$ cat config.mk
export PLATFORM = sky130hd
export DESIGN_NAME = ps2_mouse_packet_tracker_core_flat
export DESIGN_NICKNAME = d
export VERILOG_FILES = /design/src/hdl/ps2mt_pkg.sv /design/src/hdl/ps2mt_req_if.sv /design/src/hdl/ps2mt_rsp_if.sv /design/src/hdl/ps2mt_core.sv /design/src/flat_wrapper.sv
export SDC_FILE = /design/constraint.sdc
export NUM_CORES = 1
export LEC_CHECK = 0
export ABC_CLOCK_PERIOD_IN_PS = 9620
export BUFFER_PORTS_ARGS = -buffer_cell sky130_fd_sc_hd__buf_2
export CAP_MARGIN = 0
export CORE_MARGIN = 2
export CORE_UTILIZATION = 25
export CTS_CLUSTER_SIZE = 10
export DETAILED_ROUTE_END_ITERATION = 10
export SLEW_MARGIN = 10
export SYNTH_ARGS = -nofsm -noshare
export SYNTH_HDL_FRONTEND = slang
export SYNTH_SLANG_ARGS = --single-unit
$ cat constraint.sdc
create_clock -name clock -period 9.62 [get_ports clock]
set_input_delay 1.443 -clock clock [delete_from_list [all_inputs] [get_ports clock]]
set_output_delay 1.443 -clock clock [all_outputs]
set_load 0.03 [all_outputs]
$ cat src/hdl/ps2mt_pkg.sv
// ----------------------------------------------------------------------------
// ps2mt_pkg
// Shared types, constants and helpers for the PS/2 mouse packet tracker.
// ----------------------------------------------------------------------------
package ps2mt_pkg;

   localparam int COORD_BITS     = 12;
   localparam int CSR_INDEX_BITS = 1;

   typedef logic [COORD_BITS-1:0]     coord_type;
   typedef logic [CSR_INDEX_BITS-1:0] csr_index_type;
   typedef logic signed [8:0]         delta_type;
   typedef logic signed [COORD_BITS+1:0] wide_sum_type;

   localparam csr_index_type CSR_MAX_X = 1'b0;
   localparam csr_index_type CSR_MAX_Y = 1'b1;

   localparam coord_type RESET_MAX_X = COORD_BITS'(1019);
   localparam coord_type RESET_MAX_Y = COORD_BITS'(763);
   localparam coord_type RESET_CUR_X = COORD_BITS'(512);
   localparam coord_type RESET_CUR_Y = COORD_BITS'(384);

   localparam logic [2:0] BUTTON_LEFT   = 3'h1;
   localparam logic [2:0] BUTTON_RIGHT  = 3'h2;
   localparam logic [2:0] BUTTON_MIDDLE = 3'h4;
   localparam logic [2:0] BUTTON_MASK   = BUTTON_LEFT | BUTTON_RIGHT | BUTTON_MIDDLE;

   // position of the next byte inside a three-byte packet
   typedef enum logic [2:0] {
      PH_BUTTONS = 3'b001,
      PH_DX      = 3'b010,
      PH_DY      = 3'b100
   } phase_type;

   // add a signed delta and clamp to 0..limit
   function automatic coord_type clamp_axis(coord_type cur, delta_type delta, coord_type limit);
      wide_sum_type sum;
      wide_sum_type lim;
      coord_type    res;
      sum = wide_sum_type'({2'b00, cur}) + wide_sum_type'({{(COORD_BITS-7){delta[8]}}, delta});
      lim = wide_sum_type'({2'b00, limit});
      if (sum < 0) begin
         res = '0;
      end else if (sum > lim) begin
         res = limit;
      end else begin
         res = sum[COORD_BITS-1:0];
      end
      return res;
   endfunction

endpackage

$ cat src/hdl/ps2mt_req_if.sv
// ----------------------------------------------------------------------------
// ps2mt_req_if
// Byte channel from the mouse receiver: valid/ready plus one raw byte.
// ----------------------------------------------------------------------------
interface ps2mt_req_if;
   logic       valid;
   logic       ready;
   logic [7:0] rx_byte;

   modport source (output valid, output rx_byte, input ready);
   modport sink   (input valid, input rx_byte, output ready);
endinterface

$ cat src/hdl/ps2mt_rsp_if.sv
// ----------------------------------------------------------------------------
// ps2mt_rsp_if
// Result channel: cursor position, button state and packet-complete flag.
// ----------------------------------------------------------------------------
interface ps2mt_rsp_if;
   import ps2mt_pkg::*;

   logic       valid;
   logic       ready;
   coord_type  pos_x;
   coord_type  pos_y;
   logic [2:0] buttons;
   logic       packet_done;

   modport source (output valid, output pos_x, output pos_y, output buttons,
                   output packet_done, input ready);
   modport sink   (input valid, input pos_x, input pos_y, input buttons,
                   input packet_done, output ready);
endinterface

$ cat src/hdl/ps2mt_core.sv
// ----------------------------------------------------------------------------
// ps2_mouse_packet_tracker_core
// Assembles PS/2 mouse bytes into three-byte packets and tracks the cursor.
// ----------------------------------------------------------------------------
// Usage:
//   req_chan carries raw mouse bytes, one per transaction. The first byte of
//   a packet sets the buttons, the second is held as the x delta, and the
//   third (y delta, negated so y grows downward) moves the cursor, which is
//   clamped per axis to 0..max_x / 0..max_y.
//   rsp_chan returns one transaction per byte: current position, buttons and
//   packet_done, which is set on the byte that completed a packet.
//   csr_we/csr_index/csr_wdata write max_x (index 0) and max_y (index 1);
//   write only while no transaction is in flight.
// Timing:
//   an input register and a result register, with the add-and-clamp between
//   them: an accepted byte reaches rsp_chan via the result register. One
//   byte per cycle is sustained while rsp_chan.ready is high.
// Reset (synchronous): cursor at 512/384, buttons clear, limits 1019/763,
//   both channels empty.
// Stall: while rsp_chan.ready is low the result holds; if the input register
//   is empty, one more byte is taken into it, then req_chan.ready drops.
// ----------------------------------------------------------------------------
module ps2_mouse_packet_tracker_core (
   input  logic                      clock,
   input  logic                      reset,
   ps2mt_req_if.sink                 req_chan,
   ps2mt_rsp_if.source               rsp_chan,
   input  logic                      csr_we,
   input  ps2mt_pkg::csr_index_type  csr_index,
   input  ps2mt_pkg::coord_type      csr_wdata
);
   import ps2mt_pkg::*;

   // configuration
   coord_type max_x_ff, max_y_ff;

   // input register
   logic       in_valid_ff;
   logic [7:0] in_byte_ff;

   // packet state
   phase_type  phase_ff, phase_in;
   logic [7:0] held_dx_ff, held_dx_in;
   coord_type  cursor_x_ff, cursor_x_in;
   coord_type  cursor_y_ff, cursor_y_in;
   logic [2:0] button_bits_ff, button_bits_in;
   logic       done_in;

   // result register
   logic       out_valid_ff;
   coord_type  out_x_ff, out_y_ff;
   logic [2:0] out_buttons_ff;
   logic       out_done_ff;

   logic advance;
   logic in_take;
   delta_type dx, dy;

   assign advance       = in_valid_ff && (!out_valid_ff || rsp_chan.ready);
   assign req_chan.ready = !in_valid_ff || advance;
   assign in_take       = req_chan.valid && req_chan.ready;

   assign dx = delta_type'({held_dx_ff[7], held_dx_ff});
   assign dy = delta_type'(9'sd0 - delta_type'({in_byte_ff[7], in_byte_ff}));

   always_comb begin
      phase_in       = phase_ff;
      held_dx_in     = held_dx_ff;
      cursor_x_in    = cursor_x_ff;
      cursor_y_in    = cursor_y_ff;
      button_bits_in = button_bits_ff;
      done_in        = 1'b0;
      case (phase_ff)
         PH_BUTTONS: begin
            button_bits_in = in_byte_ff[2:0] & BUTTON_MASK;
            phase_in       = PH_DX;
         end
         PH_DX: begin
            held_dx_in = in_byte_ff;
            phase_in   = PH_DY;
         end
         PH_DY: begin
            cursor_x_in = clamp_axis(cursor_x_ff, dx, max_x_ff);
            cursor_y_in = clamp_axis(cursor_y_ff, dy, max_y_ff);
            phase_in    = PH_BUTTONS;
            done_in     = 1'b1;
         end
         default: begin
            phase_in = PH_BUTTONS;
         end
      endcase
   end

   always_ff @(posedge clock) begin
      if (reset) begin
         max_x_ff <= RESET_MAX_X;
         max_y_ff <= RESET_MAX_Y;
      end else if (csr_we) begin
         case (csr_index)
            CSR_MAX_X: max_x_ff <= csr_wdata;
            CSR_MAX_Y: max_y_ff <= csr_wdata;
            default: begin
            end
         endcase
      end
   end

   always_ff @(posedge clock) begin
      if (reset) begin
         in_valid_ff <= 1'b0;
      end else if (req_chan.ready) begin
         in_valid_ff <= req_chan.valid;
      end
      if (in_take) begin
         in_byte_ff <= req_chan.rx_byte;
      end
   end

   always_ff @(posedge clock) begin
      if (reset) begin
         phase_ff       <= PH_BUTTONS;
         held_dx_ff     <= '0;
         cursor_x_ff    <= RESET_CUR_X;
         cursor_y_ff    <= RESET_CUR_Y;
         button_bits_ff <= '0;
      end else if (advance) begin
         phase_ff       <= phase_in;
         held_dx_ff     <= held_dx_in;
         cursor_x_ff    <= cursor_x_in;
         cursor_y_ff    <= cursor_y_in;
         button_bits_ff <= button_bits_in;
      end
   end

   always_ff @(posedge clock) begin
      if (reset) begin
         out_valid_ff <= 1'b0;
      end else if (advance) begin
         out_valid_ff <= 1'b1;
      end else if (rsp_chan.ready) begin
         out_valid_ff <= 1'b0;
      end
      if (advance) begin
         out_x_ff       <= cursor_x_in;
         out_y_ff       <= cursor_y_in;
         out_buttons_ff <= button_bits_in;
         out_done_ff    <= done_in;
      end
   end

   assign rsp_chan.valid       = out_valid_ff;
   assign rsp_chan.pos_x       = out_x_ff;
   assign rsp_chan.pos_y       = out_y_ff;
   assign rsp_chan.buttons     = out_buttons_ff;
   assign rsp_chan.packet_done = out_done_ff;

endmodule
$ cat src/flat_wrapper.sv
// flat-port wrapper written by rule: the top's interface ports become plain ports
module ps2_mouse_packet_tracker_core_flat import ps2mt_pkg::*;
  (clock, reset, csr_we, csr_index, csr_wdata, req_chan_valid, req_chan_rx_byte, req_chan_ready, rsp_chan_valid, rsp_chan_pos_x, rsp_chan_pos_y, rsp_chan_buttons, rsp_chan_packet_done, rsp_chan_ready);
  ps2mt_req_if req_chan_i ();
  ps2mt_rsp_if rsp_chan_i ();
  input  logic clock;
  input  logic reset;
  input  logic csr_we;
  input  ps2mt_pkg::csr_index_type csr_index;
  input  ps2mt_pkg::coord_type csr_wdata;
  input wire logic [$bits(req_chan_i.valid)-1:0] req_chan_valid;
  input wire logic [$bits(req_chan_i.rx_byte)-1:0] req_chan_rx_byte;
  output wire logic [$bits(req_chan_i.ready)-1:0] req_chan_ready;
  output wire logic [$bits(rsp_chan_i.valid)-1:0] rsp_chan_valid;
  output wire logic [$bits(rsp_chan_i.pos_x)-1:0] rsp_chan_pos_x;
  output wire logic [$bits(rsp_chan_i.pos_y)-1:0] rsp_chan_pos_y;
  output wire logic [$bits(rsp_chan_i.buttons)-1:0] rsp_chan_buttons;
  output wire logic [$bits(rsp_chan_i.packet_done)-1:0] rsp_chan_packet_done;
  input wire logic [$bits(rsp_chan_i.ready)-1:0] rsp_chan_ready;
  assign req_chan_i.valid = req_chan_valid;
  assign req_chan_i.rx_byte = req_chan_rx_byte;
  assign req_chan_ready = req_chan_i.ready;
  assign rsp_chan_valid = rsp_chan_i.valid;
  assign rsp_chan_pos_x = rsp_chan_i.pos_x;
  assign rsp_chan_pos_y = rsp_chan_i.pos_y;
  assign rsp_chan_buttons = rsp_chan_i.buttons;
  assign rsp_chan_packet_done = rsp_chan_i.packet_done;
  assign rsp_chan_i.ready = rsp_chan_ready;
  ps2_mouse_packet_tracker_core u_core (.clock(clock), .reset(reset), .req_chan(req_chan_i), .rsp_chan(rsp_chan_i), .csr_we(csr_we), .csr_index(csr_index), .csr_wdata(csr_wdata));
endmodule
==> out/metrics.csv, run 1 <==
stage;metric;value;unit
clocking;cts_root_buf;clkbuf_16;
die;die_w;157;um
placed_design;hpwl;11.3;mm
timing;clock_skew;0.00972;ns
placed_design;globalplace.congestion;0.826;
outcome;status;finished, final reports clean;
setup_path;critPathKind;register to register;
die;die_h;157;um
timing;hold_ws;0.459;ns
clocking;cts-resized-gates;0;
yosys;synth_area;0.00582;sq mm
yosys;ys_warn_count;0;
yosys;seq_area_frac_synth;40.6;%
timing;fin_crit;4.69;ns
route;finalWirelength;14.8;mm
timing;rsz0062_at_grt;false;
clocking;worstSkewPairLatency;0.35;ns
timing;finalSetupTns;0;ns
grt;grt_antenna_before_repair;4;
yosys;ys_types;66;
setup_path;critical_path.top_delay_family;compound AO/OA/AOI/OAI gates;
die;start_util;25.6;%
timing;worst_slew_pin_slew;0.943;ns
job;max_cap_viol_count;0;
timing;clock.fmax;213;MHz
power;leakagePower;2.81;nW
route;drt-initial-drc-count;259;
placed_design;dpl_cell_area;0.00636;sq mm
die;design.die.area;0.0245;sq mm
power;power_density;142;mW/mm^2
yosys;synthArstFlopShare;0;%
clocking;h-tree-depth;3;
route;vias;4668;
route;drc;0;
yosys;synth_edf_count;36;
yosys;syn-num-nets;707;
clocking;clk_pin_slew;0.07;ns
yosys;synth_flop_cell;dfxtp_1;
timing;setup-violations-final;0;
grt;grt_pass1_vias;4311;
yosys;synth_seq_cells;100;
clocking;tritoncts;built;
placed_design;io_buffers;55;
power;peakVddDrop;0.0928;mV
setup_path;crit_chain;ha_1, inv_1, fa_1, a211oi_1, o21bai_2, a221oi_1, or2b_1, xor2_1, ha_1, nand4_1, nor4_1, or3_1, a21oi_1, nor3_1, o22ai_1, buf_4, mux2i_1, o21ai_0;
setup_path;cpMostUsedCell;ha_1;
setup_path;worst-endpoint-arrival;4.78;ns
clocking;numCtsBuffers;9;
setup_path;cp_max_fo;10;
timing;drv_slew;0;
die;core-area;0.0227;sq mm
clocking;max-clock-path-buffers;2;
grt;grt_overflow;0;
yosys;syn-instance-count;629;
clocking;ctsHoldBuffers;0;
timing;slew_headroom;37.0;%
grt;grt_max_degree;61;
grt;grt_pass1_wl;23.5;mm
clocking;cts.sinks;100;
route;drtPass1Iterations;4;
setup_path;endpoint_kind;register;
timing;fin_crit_sh;48.8;%
yosys;avgSynthCellArea;9.25;sq um
layout;syn_to_final_growth;14.4;%
setup_path;crit_path_top_delay_cell;edfxtp_1;
layout;design_area;0.00665;sq mm
die;io-pin-count;56;
setup_path;cp_num_buf_inv;2;
route;ant_nets;0;
timing;final_hold_viol_count;0;
worst_hold_path;hold_path_class;register to register;
setup_path;crit_path_start_kind;register;
grt;track_usage;12.3;%
route;wire_per_inst;15.3;um
setup_path;r2r_slack;4.93;ns
layout;drive_above_1_share;14.1;%
die;rows;55;
route;viasPerCell;4.83;
clocking;cts_setup_buffers;0;
layout;fin_nets;753;
setup_path;cp.required;9.70;ns
setup_path;slowest_delay;0.43;ns
[kinds of logic (layout without fill, tap and decap cells)]
| kind of cell | Yosys count | count (layout) | share of synthesized area, % |
|---|---|---|---|
| xor+xnor | 19 | 19 | 2.86 |
| other cells | 0 | 2 | 0 |
| fa+ha+maj | 52 | 52 | 11.4 |
| compound gates | 178 | 178 | 20.0 |
| flops | 100 | 100 | 40.6 |
| mux | 26 | 26 | 4.54 |
| simple gates | 186 | 186 | 15.6 |
| buf+inv | 68 | 119 | 4.97 |
[routing by layer]
| metal | vias to the layer above | part of all wire [%] | GRT usage [%] | wire, um |
|---|---|---|---|---|
| met4 | 4 | 1.7 | 4.46 | 256 |
| li1 | 2360 | - | - | - |
| met3 | 18 | 6.0 | 2.66 | 880 |
| met1 | 2179 | 50 | 17.8 | 7410 |
| met5 | - | 0.14 | 0 | 21 |
| met2 | 107 | 42 | 17.9 | 6190 |
[cell type report]
cell class	count	area, sq um
clock buffer	12	258
inverter	43	161
timing repair buffer	60	313
tap	285	357
multi-input combinational	461	3170
antenna	2	5.00
fill	2393	16100
sequential	100	2360
clock inverter	4	31.3
[flip-flops by register name, summed over array words and instances, names as in the netlist, 3 cells and up]
register / cells
u_core.cursor_x_ff: 12
u_core.cursor_y_ff: 12
u_core.max_x_ff: 12
u_core.max_y_ff: 12
u_core.rsp_chan.pos_x: 12
u_core.rsp_chan.pos_y: 12
u_core.held_dx_ff: 8
u_core.in_byte_ff: 8
u_core.button_bits_ff: 3
u_core.phase_ff: 3
u_core.rsp_chan.buttons: 3
[worst min-delay path: cells and delay by family, from the launching register on]
family           cells  cell delay [ns]
AO/OA/AOI/OAI        1             0.05
AND/OR/NAND/NOR      1             0.05
flip-flops           1             0.31
[cells in the final DEF (no fill, tap or decap), types with 3 or more instances in the layout]
master     instances
a211o_1           20
a211oi_1           4
a21o_1             9
a21oi_1           46
and3_1             9
buf_2             55
buf_4              5
clkbuf_16         10
dfxtp_1           64
edfxtp_1          36
ha_1              50
inv_1             42
mux2_2             3
mux2i_1           23
nand2_1           63
nand2b_1           7
nand3_1           13
nand4_1            5
nor2_1            46
nor2b_1           14
nor3_1             7
nor4_1             5
o21a_1             5
o21ai_0           33
o21ai_1           25
o21bai_1           3
o22ai_1            4
or3_1              3
or3_4              3
xnor2_1           12
xor2_1             7
[power breakdown]
part / switching (mW) / leakage, nW / internal (mW)
clock network: 0.160 / 0.142 / 0.193
logic: 0.0796 / 1.81 / 0.0480
registers: 0.00959 / 0.859 / 0.452
[path summary, 6_finish.rpt]
| kind | to | cells after the start | startpoint |
|---|---|---|---|
| worst min register to register | u_core.button_bits_ff[0] | 2 | u_core.button_bits_ff[0] |
| worst min-delay path | u_core.button_bits_ff[0] | 2 | u_core.button_bits_ff[0] |
| worst max register to register | u_core.rsp_chan.pos_y[3] | 18 | u_core.in_byte_ff[0] |
| worst max-delay path | u_core.rsp_chan.pos_y[3] | 18 | u_core.in_byte_ff[0] |
[stage by stage]
stage	total power, mW	utilization (%)	cells	setup slack (ns)
4_1_cts	0.955	29.3	965	5.01
5_1_grt	0.983	29.3	966	4.60
2_1_floorplan	0.563	-	629	5.53
3_5_place_dp	0.599	28.0	949	5.03
6_report	0.943	29.3	967	4.93
3_3_place_gp	0.598	28.0	949	5.18
[cell usage after synthesis (3+ instances only)]
master	number	area (sq um)
nor4_1	5	31.3
nand2_1	63	236
xor2_1	7	61.3
o21ai_0	33	165
xnor2_1	12	105
a211oi_1	4	30.0
edfxtp_1	36	1080
a21oi_1	46	230
nor3_1	7	35.0
buf_1	3	11.3
a21o_1	9	67.6
nand2b_1	7	43.8
mux2i_1	23	230
mux2_2	3	33.8
ha_1	50	626
o21bai_1	3	22.5
nor2b_1	14	87.6
or3_1	3	18.8
o22ai_1	4	25.0
nor2_1	46	173
inv_1	42	158
nand3_1	13	65.1
and3_1	9	56.3
nand4_1	5	31.3
o21ai_1	25	125
a211o_1	20	175
o21a_1	5	37.5
clkbuf_1	17	63.8
dfxtp_1	64	1280
or3_4	3	33.8
No activity file was read; power rests on OpenSTA's default activity.
==> run 2: changes to the inputs <==
--- a/config.mk
+++ b/config.mk
@@ -5,7 +5,7 @@
 export SDC_FILE = /design/constraint.sdc
 export NUM_CORES = 1
 export LEC_CHECK = 0
-export ABC_CLOCK_PERIOD_IN_PS = 9620
+export ABC_CLOCK_PERIOD_IN_PS = 4600
 export BUFFER_PORTS_ARGS = -buffer_cell sky130_fd_sc_hd__buf_2
 export CAP_MARGIN = 0
 export CORE_MARGIN = 2
==> constraint.sdc (replaced) <==
create_clock -name clock -period 4.6 [get_ports clock]
set_input_delay 0.69 -clock clock [delete_from_list [all_inputs] [get_ports clock]]
set_output_delay 0.69 -clock clock [all_outputs]
set_load 0.03 [all_outputs]
==> run 2 against run 1 <==
Net effect: register-to-register slack got worse by 4.7 ns; worst setup slack got worse by 4.7 ns; routed wire length is 1.6% higher; clock power is 110% higher; first-iteration DRC count grew 12%; final area is 1.7% higher; via count increased by 1.2%; clock-buffer cell count is the same; cell count rose by 0.93%; core utilization rose by 0.49 points; sequential power is 110% higher; highest routed layer unchanged.
==> out/metrics.csv, run 2 (synthesized netlist as in run 1, its figures left out) <==
stage;metric;value;unit
clocking;clk_pin_slew;0.07;ns
grt;grt_max_degree;39;
power;leakagePower;2.84;nW
clocking;worstSkewPairLatency;0.35;ns
die;rows;55;
grt;track_usage;12.4;%
power;power_density;293;mW/mm^2
setup_path;crit_path_top_delay_cell;or3_4;
layout;syn_to_final_growth;16.3;%
layout;mostFrequentLayoutCells;dfxtp_1 (64), nand2_1 (63), buf_2 (55);
die;die_w;157;um
clocking;cts.sinks;100;
timing;clock_skew;0.00644;ns
layout;drive_above_1_share;16.8;%
layout;fin_cells;976;
job;max_cap_viol_count;0;
clocking;max-clock-path-buffers;2;
outcome;status;finished, final reports clean;
placed_design;hpwl;11.6;mm
timing;final_hold_viol_count;0;
timing;clock.fmax;229;MHz
setup_path;cp.required;4.69;ns
clocking;ctsHoldBuffers;0;
setup_path;cp-endpoint;u_core.rsp_chan.pos_y[8];
setup_path;reg2reg_to;u_core.rsp_chan.pos_y[8];
die;core-area;0.0227;sq mm
timing;rsz0062_at_grt;true;
die;die_h;157;um
placed_design;io_buffers;55;
route;vias;4724;
route;drtPass1Iterations;4;
die;design.die.area;0.0245;sq mm
clocking;cts_root_buf;clkbuf_16;
route;drc;0;
clocking;h-tree-depth;3;
layout;n_fill_cell;2404;
power;totalPowerFinal;1.98;mW
timing;fin_crit;4.37;ns
grt;grt_antenna_before_repair;6;
layout;fin_nets;759;
timing;fin_crit_sh;94.9;%
route;drt-initial-drc-count;289;
setup_path;crit_chain;inv_1, ha_1, inv_1, fa_2, a211oi_2, o21bai_2, a221oi_2, or2b_1, xor2_2, ha_1, nand4_1, or3_4, a21oi_4, nor3_1, o22ai_1, buf_4, mux2i_2, o21ai_0;
setup_path;crit_path_start;u_core.cursor_y_ff[0];
route;finalWirelength;15.0;mm
timing;drv_slew;0;
setup_path;worst-endpoint-arrival;4.46;ns
setup_path;slowest_delay;0.42;ns
route;wire_per_inst;15.4;um
worst_hold_path;hold_path_class;register to register;
setup_path;r2r_slack;0.23;ns
clocking;tritoncts;built;
die;io-pin-count;56;
timing;slew_headroom;38.7;%
timing;worst_slew_pin_slew;0.918;ns
clocking;cts_setup_buffers;0;
setup_path;crit_path_start_kind;register;
grt;grt_pass1_vias;4429;
setup_path;critPathKind;register to register;
setup_path;critical_path.top_delay_family;compound AO/OA/AOI/OAI gates;
die;start_util;25.6;%
grt;grt_overflow;0;
setup_path;endpoint_kind;register;
power;peakVddDrop;0.170;mV
setup_path;cp_num_buf_inv;3;
route;ant_nets;0;
grt;grt_pass1_wl;23.9;mm
clocking;numCtsBuffers;9;
route;viasPerCell;4.84;
setup_path;worstRegToRegCells;18;
setup_path;cp_max_fo;7;
setup_path;cp.depth;18;
placed_design;globalplace.congestion;0.877;
layout;final_common_cell;dfxtp_1;
timing;setup-violations-final;0;
placed_design;dpl.cell_count;955;
setup_path;crit-reg2reg-launch;u_core.cursor_y_ff[0];
==> run 2: cell types whose count changed in the layout (fill, tap and decap cells not counted), moves of 2 or more <==
cell,delta
buf_4,+6
mux2i_1,-5
mux2i_2,+5
diode_2,+3
clkinv_4,-2
==> run 2: repair_timing <==
item | 4_1_cts | 5_1_grt
pin swaps | 0 | 5
resized for setup | 1 | 14
endpoints found under the setup margin | 1 | 32
==> run 2: stage by stage <==
| step | hold WS, ns | util (%) | TNS [ns] | worst slack (ns) | instance area [sq um] |
|---|---|---|---|---|---|
| after floorplan | 0.434 | - | 0 | 0.507 | 5820 |
| after global placement | 0.440 | 28.2 | 0 | 0.158 | 6400 |
| after detailed placement | 0.447 | 28.2 | -0.00885 | -0.00885 | 6400 |
| after CTS | 0.457 | 29.5 | 0 | 0.0848 | 6690 |
| after global routing | 0.475 | 29.8 | -0.281 | -0.0507 | 6760 |
| final | 0.454 | 29.8 | 0 | 0.233 | 6770 |
==> run 2: worst min-delay path by stage <==
stage / from / to / slack (ns) / depth (start not counted)
2_1_floorplan: u_core.button_bits_ff[0] / u_core.button_bits_ff[0] / 0.43 / 2
3_3_place_gp: u_core.button_bits_ff[0] / u_core.button_bits_ff[0] / 0.44 / 2
3_5_place_dp: u_core.button_bits_ff[2] / u_core.button_bits_ff[2] / 0.45 / 2
4_1_cts: u_core.button_bits_ff[0] / u_core.button_bits_ff[0] / 0.46 / 2
5_1_grt: u_core.button_bits_ff[0] / u_core.button_bits_ff[0] / 0.48 / 2
6_report: u_core.button_bits_ff[2] / u_core.button_bits_ff[2] / 0.45 / 2
==> run 2: tightest hold or removal path, cell delays in order (launching register included) <==
cell and delay [ns]:
dfxtp_1 0.31, nand2_1 0.05, a21oi_1 0.05
==> run 2: per-layer routing <==
| layer | share of wire, % | vias up | global-route usage, % |
|---|---|---|---|
| met5 | 0.27 | - | 0 |
| met4 | 1.5 | 6 | 3.89 |
| met3 | 6.3 | 25 | 2.80 |
| met2 | 42 | 100 | 18.3 |
| met1 | 50 | 2216 | 17.9 |
| li1 | - | 2377 | - |
==> run 2: area by class of cell <==
cell class	instances	area (sq um)	area share, %
Timing Repair Buffer	66	358	5.29
Tap cell	285	357	5.27
Antenna cell	5	12.5	0.185
Multi-Input combinational cell	461	3240	47.8
Clock buffer	12	246	3.64
Inverter	43	161	2.39
Sequential cell	100	2360	34.9
Clock inverter	4	31.3	0.462
==> run 2: where the power goes <==
group / internal [mW] / switching (mW) / total (mW)
Clock: 0.387 / 0.340 / 0.727
Combinational: 0.111 / 0.176 / 0.286
Sequential: 0.946 / 0.0196 / 0.966
